**config.mk**
```make
export PLATFORM = sky130hd
export DESIGN_NAME = aligned_block_range_splitter_top
export DESIGN_NICKNAME = d
export VERILOG_FILES = /design/src/design/absplit_pkg.sv /design/src/design/absplit_dp.sv /design/src/design/absplit_ctrl.sv /design/src/design/aligned_block_range_splitter_top.sv
export SDC_FILE = /design/constraint.sdc
export NUM_CORES = 1
export LEC_CHECK = 0
export BUFFER_PORTS_ARGS = -buffer_cell sky130_fd_sc_hd__buf_2
export CAP_MARGIN = 40
export CORE_MARGIN = 10
export CORE_UTILIZATION = 40
export CTS_CLUSTER_DIAMETER = 120
export DETAILED_ROUTE_END_ITERATION = 10
export GPL_ROUTABILITY_DRIVEN = 0
export PLACE_DENSITY = 0.6
export SLEW_MARGIN = 5
export SYNTH_ARGS = -nofsm -noshare
export SYNTH_HDL_FRONTEND = slang
export SYNTH_SLANG_ARGS = --single-unit
export TNS_END_PERCENT = 30
```
**constraint.sdc**
```tcl
create_clock -name i_clk -period 10.04 [get_ports i_clk]
set_input_delay 1.004 -clock i_clk [delete_from_list [all_inputs] [get_ports i_clk]]
set_output_delay 1.004 -clock i_clk [all_outputs]
set_load 0.005 [all_outputs]
```
**src/design/absplit_pkg.sv**
```systemverilog
// shared constants and controller/datapath interface types for the range splitter
`default_nettype none
package absplit_pkg;

    localparam int ADDR_BITS   = 32;
    localparam int PAGE_SHIFT  = 12;
    localparam int MAX_RESULTS = 64;

    localparam int ADDR_W = 32;
    localparam int SIZE_W = 33;
    localparam int ORD_W  = 6;
    localparam int POW_W  = SIZE_W + 1;
    localparam int SUM_W  = SIZE_W + 1;
    localparam int CNT_W  = $clog2(MAX_RESULTS);

    localparam int IN_DATA_W  = ((ADDR_W + SIZE_W + 7) / 8) * 8;
    localparam int OUT_DATA_W = ((ADDR_W + ORD_W + 7) / 8) * 8;

    localparam logic [SUM_W-1:0]  ADDR_TOP  = SUM_W'(1) << ADDR_BITS;
    localparam logic [ADDR_W-1:0] PAGE_MASK = (ADDR_W'(1) << PAGE_SHIFT) - ADDR_W'(1);
    localparam logic [POW_W-1:0]  POW_INIT  = POW_W'(1) << PAGE_SHIFT;
    localparam logic [SIZE_W-1:0] MASK_INIT = (SIZE_W'(1) << PAGE_SHIFT) - SIZE_W'(1);
    localparam logic [ORD_W-1:0]  ORD_INIT  = ORD_W'(PAGE_SHIFT);

    typedef struct packed {
        logic load;
        logic step_down;
        logic step_up;
        logic emit;
        logic emit_err;
        logic cap_last;
    } t_cmd;

    typedef struct packed {
        logic size_zero;
        logic range_bad;
        logic pow_gt_size;
        logic up_ok;
        logic out_free;
    } t_sts;

endpackage
`default_nettype wire

```
**src/design/absplit_dp.sv**
```systemverilog
// datapath: cursor, remaining size, block order ladder and output register
`default_nettype none
module absplit_dp (
    input  wire logic                              i_clk,
    input  wire logic                              i_rst_n,
    input  wire absplit_pkg::t_cmd                 i_cmd,
    output absplit_pkg::t_sts                      o_sts,
    input  wire logic [absplit_pkg::ADDR_W-1:0]    i_start_addr,
    input  wire logic [absplit_pkg::SIZE_W-1:0]    i_range_size,
    input  wire logic                              i_out_ready,
    output logic                                   o_out_valid,
    output logic [absplit_pkg::ADDR_W-1:0]         o_block_base,
    output logic [absplit_pkg::ORD_W-1:0]          o_block_order,
    output logic                                   o_range_error,
    output logic                                   o_last_block
);
    import absplit_pkg::*;

    logic [SIZE_W-1:0] r_addr;
    logic [SIZE_W-1:0] r_size;
    logic [POW_W-1:0]  r_pow;
    logic [SIZE_W-1:0] r_mask;
    logic [ORD_W-1:0]  r_order;

    logic              r_out_valid;
    logic [ADDR_W-1:0] r_out_base;
    logic [ORD_W-1:0]  r_out_order;
    logic              r_out_err;
    logic              r_out_last;

    logic [SIZE_W-1:0] w_blk;
    logic [SUM_W-1:0]  w_end;
    logic              w_rem_zero;

    assign w_blk      = r_pow[POW_W-1:1];
    assign w_end      = SUM_W'(r_addr[ADDR_W-1:0]) + SUM_W'(r_size);
    assign w_rem_zero = (r_size == w_blk);

    assign o_sts.size_zero   = (r_size == '0);
    assign o_sts.range_bad   = ((r_addr[ADDR_W-1:0] & PAGE_MASK) != '0) || (w_end > ADDR_TOP);
    assign o_sts.pow_gt_size = (r_pow > POW_W'(r_size));
    assign o_sts.up_ok       = (r_pow <= POW_W'(r_size)) && ((r_addr & r_mask) == '0);
    assign o_sts.out_free    = !r_out_valid || i_out_ready;

    always_ff @(posedge i_clk) begin
        if (i_cmd.load) begin
            r_addr  <= SIZE_W'(i_start_addr);
            r_size  <= i_range_size;
            r_pow   <= POW_INIT;
            r_mask  <= MASK_INIT;
            r_order <= ORD_INIT;
        end else if (i_cmd.step_up) begin
            r_pow   <= {r_pow[POW_W-2:0], 1'b0};
            r_mask  <= {r_mask[SIZE_W-2:0], 1'b1};
            r_order <= r_order + ORD_W'(1);
        end else if (i_cmd.step_down || i_cmd.emit) begin
            r_pow   <= r_pow >> 1;
            r_mask  <= r_mask >> 1;
            r_order <= r_order - ORD_W'(1);
        end
        if (i_cmd.emit) begin
            r_addr <= r_addr + w_blk;
            r_size <= r_size - w_blk;
        end
    end

    // output word register
    always_ff @(posedge i_clk) begin
        if (!i_rst_n) begin
            r_out_valid <= 1'b0;
        end else if (i_cmd.emit || i_cmd.emit_err) begin
            r_out_valid <= 1'b1;
        end else if (i_out_ready) begin
            r_out_valid <= 1'b0;
        end
    end

    always_ff @(posedge i_clk) begin
        if (i_cmd.emit) begin
            r_out_base  <= r_addr[ADDR_W-1:0];
            r_out_order <= r_order - ORD_W'(1);
            r_out_err   <= 1'b0;
            r_out_last  <= w_rem_zero || i_cmd.cap_last;
        end else if (i_cmd.emit_err) begin
            r_out_base  <= r_addr[ADDR_W-1:0];
            r_out_order <= '0;
            r_out_err   <= 1'b1;
            r_out_last  <= 1'b1;
        end
    end

    assign o_out_valid   = r_out_valid;
    assign o_block_base  = r_out_base;
    assign o_block_order = r_out_order;
    assign o_range_error = r_out_err;
    assign o_last_block  = r_out_last;

    ap_emit_sets_valid: assert property (@(posedge i_clk) disable iff (!i_rst_n)
        (i_cmd.emit || i_cmd.emit_err) |=> r_out_valid)
        else $error("output word not registered after emit");

    ap_emit_fits: assert property (@(posedge i_clk) disable iff (!i_rst_n)
        i_cmd.emit |-> (w_blk <= r_size))
        else $error("emitted block larger than remaining size");

    ap_no_overwrite: assert property (@(posedge i_clk) disable iff (!i_rst_n)
        (r_out_valid && !i_out_ready) |-> !(i_cmd.emit || i_cmd.emit_err))
        else $error("pending output word overwritten");

endmodule
`default_nettype wire

```
**src/design/absplit_ctrl.sv**
```systemverilog
// controller: range check, order ladder stepping and block emission sequencing
`default_nettype none
module absplit_ctrl (
    input  wire logic              i_clk,
    input  wire logic              i_rst_n,
    input  wire logic              i_in_valid,
    output logic                   o_in_ready,
    input  wire absplit_pkg::t_sts i_sts,
    output absplit_pkg::t_cmd      o_cmd
);
    import absplit_pkg::*;

    localparam logic [2:0] S_IDLE  = 3'd0;
    localparam logic [2:0] S_CHECK = 3'd1;
    localparam logic [2:0] S_DOWN  = 3'd2;
    localparam logic [2:0] S_UP    = 3'd3;
    localparam logic [2:0] S_ERR   = 3'd4;

    logic [2:0]       r_state;
    logic [2:0]       n_state;
    logic [CNT_W-1:0] r_cnt;
    logic [CNT_W-1:0] n_cnt;
    logic             w_cap;

    assign w_cap      = (r_cnt == CNT_W'(MAX_RESULTS - 1));
    assign o_in_ready = (r_state == S_IDLE);

    always_comb begin
        n_state = r_state;
        n_cnt   = r_cnt;
        o_cmd   = '0;
        o_cmd.cap_last = w_cap;
        case (r_state)
            S_IDLE: begin
                if (i_in_valid) begin
                    o_cmd.load = 1'b1;
                    n_state    = S_CHECK;
                end
            end
            S_CHECK: begin
                n_cnt = '0;
                if (i_sts.size_zero) begin
                    n_state = S_IDLE;
                end else if (i_sts.range_bad) begin
                    n_state = S_ERR;
                end else begin
                    n_state = S_DOWN;
                end
            end
            S_ERR: begin
                if (i_sts.out_free) begin
                    o_cmd.emit_err = 1'b1;
                    n_state        = S_IDLE;
                end
            end
            S_DOWN: begin
                if (i_sts.pow_gt_size) begin
                    o_cmd.step_down = 1'b1;
                end else begin
                    n_state = S_UP;
                end
            end
            S_UP: begin
                if (i_sts.up_ok) begin
                    o_cmd.step_up = 1'b1;
                end else if (i_sts.out_free) begin
                    o_cmd.emit = 1'b1;
                    n_cnt      = r_cnt + CNT_W'(1);
                    // remaining size exhausted shows up as size_zero next cycle
                    n_state    = w_cap ? S_IDLE : S_DOWN;
                end
            end
            default: begin
                n_state = S_IDLE;
            end
        endcase
        // a block that empties the range ends the run
        if (r_state == S_DOWN && i_sts.size_zero) begin
            o_cmd.step_down = 1'b0;
            n_state         = S_IDLE;
        end
    end

    always_ff @(posedge i_clk) begin
        if (!i_rst_n) begin
            r_state <= S_IDLE;
            r_cnt   <= '0;
        end else begin
            r_state <= n_state;
            r_cnt   <= n_cnt;
        end
    end

    ap_emit_needs_room: assert property (@(posedge i_clk) disable iff (!i_rst_n)
        (o_cmd.emit || o_cmd.emit_err) |-> i_sts.out_free)
        else $error("emit while output register busy");

    ap_one_emit: assert property (@(posedge i_clk) disable iff (!i_rst_n)
        !(o_cmd.emit && o_cmd.emit_err))
        else $error("block and error emitted together");

    ap_cap_stops: assert property (@(posedge i_clk) disable iff (!i_rst_n)
        (o_cmd.emit && w_cap) |=> (r_state == S_IDLE))
        else $error("emission continued past result cap");

endmodule
`default_nettype wire

```
**src/design/aligned_block_range_splitter_top.sv**
```systemverilog
// top level of the aligned block range splitter
//
// slave channel takes one range word: start address and size in bytes.
// master channel gives one word per naturally aligned power-of-two block,
// low to high address, with tlast on the final block of the range.
// tuser flags an error word: start not page aligned or range past the top
// address; such a range gives exactly one word (base = start, order 0).
// a zero size gives no word. at most 64 blocks per range, the 64th with tlast.
// one range is in flight at a time; tready on the slave side is high only
// while the controller is idle, and the last output word may still be
// waiting when the next range is taken.
// sequence: a range is first taken and then checked; then per block the
// order steps down, the search turns from downward to upward, the order
// steps up and the block is emitted, all on the single order register that
// walks one step per cycle; after the final block the controller sees the
// range empty, or the 64th block reaches the cap, and frees the slave side.
// a range at 0x1000 of 4 GiB less 8 KiB climbs from page order to 30 and
// back in 38 blocks.
// a stalled master side holds the output register and the block waits.
// synchronous active-low reset returns the controller to idle and drops tvalid.
`default_nettype none
module aligned_block_range_splitter_top (
    input  wire logic                                i_clk,
    input  wire logic                                i_rst_n,
    // [31:0] start_addr, [64:32] range_size, rest zero
    input  wire logic [absplit_pkg::IN_DATA_W-1:0]   s_tdata,
    input  wire logic                                s_tvalid,
    output logic                                     s_tready,
    // [31:0] block_base, [37:32] block_order, rest zero
    output logic [absplit_pkg::OUT_DATA_W-1:0]       m_tdata,
    // [0] range_error
    output logic                                     m_tuser,
    output logic                                     m_tlast,
    output logic                                     m_tvalid,
    input  wire logic                                m_tready
);
    import absplit_pkg::*;

    t_cmd              w_cmd;
    t_sts              w_sts;
    logic [ADDR_W-1:0] w_base;
    logic [ORD_W-1:0]  w_order;

    absplit_ctrl u_ctrl (
        .i_clk      (i_clk),
        .i_rst_n    (i_rst_n),
        .i_in_valid (s_tvalid),
        .o_in_ready (s_tready),
        .i_sts      (w_sts),
        .o_cmd      (w_cmd)
    );

    absplit_dp u_dp (
        .i_clk         (i_clk),
        .i_rst_n       (i_rst_n),
        .i_cmd         (w_cmd),
        .o_sts         (w_sts),
        .i_start_addr  (s_tdata[ADDR_W-1:0]),
        .i_range_size  (s_tdata[ADDR_W+SIZE_W-1:ADDR_W]),
        .i_out_ready   (m_tready),
        .o_out_valid   (m_tvalid),
        .o_block_base  (w_base),
        .o_block_order (w_order),
        .o_range_error (m_tuser),
        .o_last_block  (m_tlast)
    );

    assign m_tdata = {(OUT_DATA_W - ADDR_W - ORD_W)'(0), w_order, w_base};

endmodule
`default_nettype wire

```
==> results by group <==
Status
  • Outcome: finished, final reports clean

Setup path
  • R2R Path End: u_dp.r_pow[0]
  • Critical path depth: 14
  • Crit path launch: u_dp.r_size[3]
  • End of the critical path: u_dp.r_pow[0]
  • Worst setup path class: reg2reg
  • Worst r2r src: u_dp.r_size[3]
  • Reg2Reg Setup Slack: just over 5 ns
  • Largest delay share family, worst path: compound AO/OA/AOI/OAI gates
  • Critical path, cell by cell: inv_1, ha_1, a21o_1, a21o_1, a21oi_1, o211ai_1, a211oi_1, a21oi_2, o211ai_4, buf_4, and2_1, buf_4, mux2i_1, nor3_1
  • Largest stage delay on the critical path: 0.77 ns
  • Worst EP required: 10.36 ns
  • Slowest cell on crit path: and2_1
  • Arrival @ worst endpoint: 5.26 ns
  • FF-to-FF path depth: 14
  • Buf/Inv on CP: 3
  • CP max FO: 71
  • Worst Setup Start Kind: register
  • Endpoint class of the critical path: register

Synthesis
  • Post-Synth XOR/XNOR Area: 3.82%
  • Syn avg cell area: 8.49 µm²
  • Multiplexer share of the synthesized area: 2.34%
  • Adder-cell share of the synthesized area: 12.0%
  • Top cell type by total area after synthesis: edfxtp_1
  • Post-synth EDFFs: 105
  • Ranking of synthesized cells by area: edfxtp_1, dfxtp_1, ha_1
  • Post-synth top flop: edfxtp_1
  • Netlist cell types: 93
  • Largest family of logic cells by synthesized area: compound AO/OA/AOI/OAI gates
  • Number of synthesized register bits: between 150 and 200
  • Post-Synthesis Cells: 1676
  • Yosys warnings: 0
  • Share of the synthesized area in the top cell type: 22.2%
  • Post-synthesis sequential area ratio: 34.0%
  • Post-Syn Area: 14200 µm²
  • Synth async-reset ratio: 0%
  • Post-Synth Simple-Gate Area: 15.4%
  • Synth Area in Compound Gates: 27.3%

Drt
  • WL/cell: 20.4 µm
  • Pre-antenna DRT Iters: 5
  • Drc violations: 0
  • Detail Route Antenna Nets: 0
  • Drt total wl: 45500 µm
  • Iteration-0 DRC Markers: 1163
  • Avg Vias per Cell: 5.92
  • Routed vias: 13170

Power
  • Power per cell area: 129 nW/µm²
  • Max IR drop VDD: approximately 0.13 mV
  • Leakage: 6.54 nW

Clocking
  • Clock Latency Late Sink: 0.47 ns
  • Num CTS Buffers: 17
  • Root buf cell: clkbuf_16
  • PostCTS Resize Cnt: 0
  • Maximum buffer depth of the clock tree: 2
  • CTS tree: done
  • Clk slew on worst S/H paths: 0.08 ns
  • CTS sink cnt: between 150 and 200
  • H-Tree Level Count: 4
  • Setup bufs post-CTS: 0
  • Hold Buf Count CTS: 0

Global route
  • GRT overflow: 0
  • All-Layer GR Usage: 20.4%
  • Largest net degree at the start of global routing: 90
  • Vias in the first global route: 12700
  • First-pass GRT wire length: 71100 µm
  • Initial antenna violation count: 0

STA
  • Final worst path period share: roughly 49%
  • Max Clock Skew: roughly 0.019 ns
  • RSZ-0062 raised after global routing: no
  • Worst setup margin: 5.10 ns
  • Final Hold Fails: 0
  • Final setup violation count: 0
  • Setup_tns: 0 ns
  • Slew headroom: 41.0%
  • Worst-Margin Slew: approximately 0.88 ns
  • Fmax: 202 MHz
  • Max Slew Vio Count: 0
  • Fin crit period: 4.94 ns
  • Min Hold Slack: around 0.49 ns

Cells and area
  • Number of diodes: 0
  • Layout cells sized above 1: 10.8%
  • Area growth from synthesis to layout: 11.0%
  • Final net count: between 1500 and 2000
  • Post-layout util: about 45%

Place
  • Placement Setup Slack: 5.23 ns
  • IO Port Bufs: 110
  • Dpl hpwl: 34900 µm

Hold path
  • Worst min path class: reg2reg
  • HP Start: u_dp.r_order[5]

Die
  • Die width: 209 µm
  • Die area: approximately 44000 µm²
  • Core box area: between 30000 and 40000 µm²
  • Die Y: 209 µm
  • Rows: 69
  • # IOs: 120
  • Initial Utilization: about two fifths

Flow run
  • Max-cap violations: 0
[layout make-up]
| class | count | area, µm² |
|---|---|---|
| Multi-Input combinational cell | 1310 | 8690 |
| Clock inverter | 15 | 195 |
| Tap cell | 461 | 577 |
| Fill cell | 3469 | 19500 |
| Inverter | 108 | 405 |
| Clock buffer | 17 | 425 |
| Timing Repair Buffer | 123 | 672 |
| Sequential cell | 189 | 4830 |
[synth_stat cells (10+ instances only)]
library cell / count
buf_4: 10
a21o_1: 46
mux2i_1: 31
nand2_1: 170
nor2b_1: 12
buf_2: 20
and3_1: 14
or3_1: 10
a211oi_1: 14
nor3_1: 34
o211ai_1: 12
a21oi_1: 204
nand4_1: 22
xnor2_1: 28
edfxtp_1: 105
and2_1: 12
ha_1: 132
nor2_1: 88
xor2_1: 34
a31oi_1: 20
a22oi_1: 20
o21bai_1: 11
nand2b_1: 15
o31ai_1: 21
o21a_1: 31
nor4_1: 18
o21ai_0: 158
clkbuf_1: 37
nand3_1: 29
inv_1: 108
dfxtp_1: 84
[layer usage]
| layer | vias up | global-route usage (%) | part of all wire (%) |
|---|---|---|---|
| li1 | 6364 | - | - |
| met1 | 6253 | 27.3 | 46 |
| met2 | 470 | 32.5 | 45 |
| met3 | 83 | 2.89 | 5.8 |
| met4 | 0 | 7.91 | 3.4 |
| met5 | - | 0 | 0 |
[stage by stage]
stage          instances  power [mW]  area, µm²
2_1_floorplan       1677        1.19      14200
3_3_place_gp        2189        1.32      15100
3_5_place_dp        2191        1.33      15200
4_1_cts             2223        2.04      15800
5_1_grt             2223        2.13      15800
6_report            2223        2.04      15800
[power breakdown]
part           switching, mW  internal, mW  total, mW
registers             0.0518         0.854      0.906
clock network          0.357         0.360      0.717
logic                  0.250         0.162      0.412
total                  0.659          1.38       2.04
[worst reg2reg max path, cell delays in order, from the launching register on]
cell and delay [ns]:
edfxtp_1 0.51, inv_1 0.08, ha_1 0.29, a21o_1 0.18, a21o_1 0.16, a21oi_1 0.18
o211ai_1 0.16, a211oi_1 0.31, a21oi_2 0.22, o211ai_4 0.40, buf_4 0.64, and2_1 0.86
buf_4 0.47, mux2i_1 0.26, nor3_1 0.06
[layout by cell type, fill, tap and decap left out, drive strengths merged, types with 34 or more instances in the layout]
cell / count
a21oi: 207
nand2: 171
o21ai: 164
ha: 132
buf: 123
inv: 114
edfxtp: 105
nor2: 88
dfxtp: 84
a21o: 46
nor3: 35
xor2: 34
[cell families after synthesis]
kind of cell,after synthesis
AND/OR/NAND/NOR,457
adder cells (fa/ha/maj),135
multiplexers,33
XOR/XNOR,62
AO/OA/AOI/OAI,621
buffers and inverters,178
other,1
flip-flops,189
[registers in the layout (all words and copies together) (netlist names)]
name and flops:
u_dp.r_order 6, u_dp.o_out_valid 1, u_ctrl.r_state 3, u_dp.r_mask 33, u_dp.r_addr 33, u_dp.r_size 33
u_dp.o_block_order 6, u_dp.o_block_base 32, u_dp.o_range_error 1, u_dp.o_last_block 1, u_ctrl.r_cnt 6, u_dp.r_pow 34
[worst min-delay path by stage]
stage | endpoint | cells after the start | slack (ns)
after floorplan | u_dp.r_order[5] | 1 | 0.45
after CTS | u_dp.o_range_error | 2 | 0.49
after detailed placement | u_dp.r_order[5] | 1 | 0.48
final | u_dp.r_order[5] | 1 | 0.49
after global placement | u_dp.r_order[5] | 1 | 0.46
after global routing | u_dp.o_range_error | 2 | 0.52
Power figures use the tool's default switching activity.
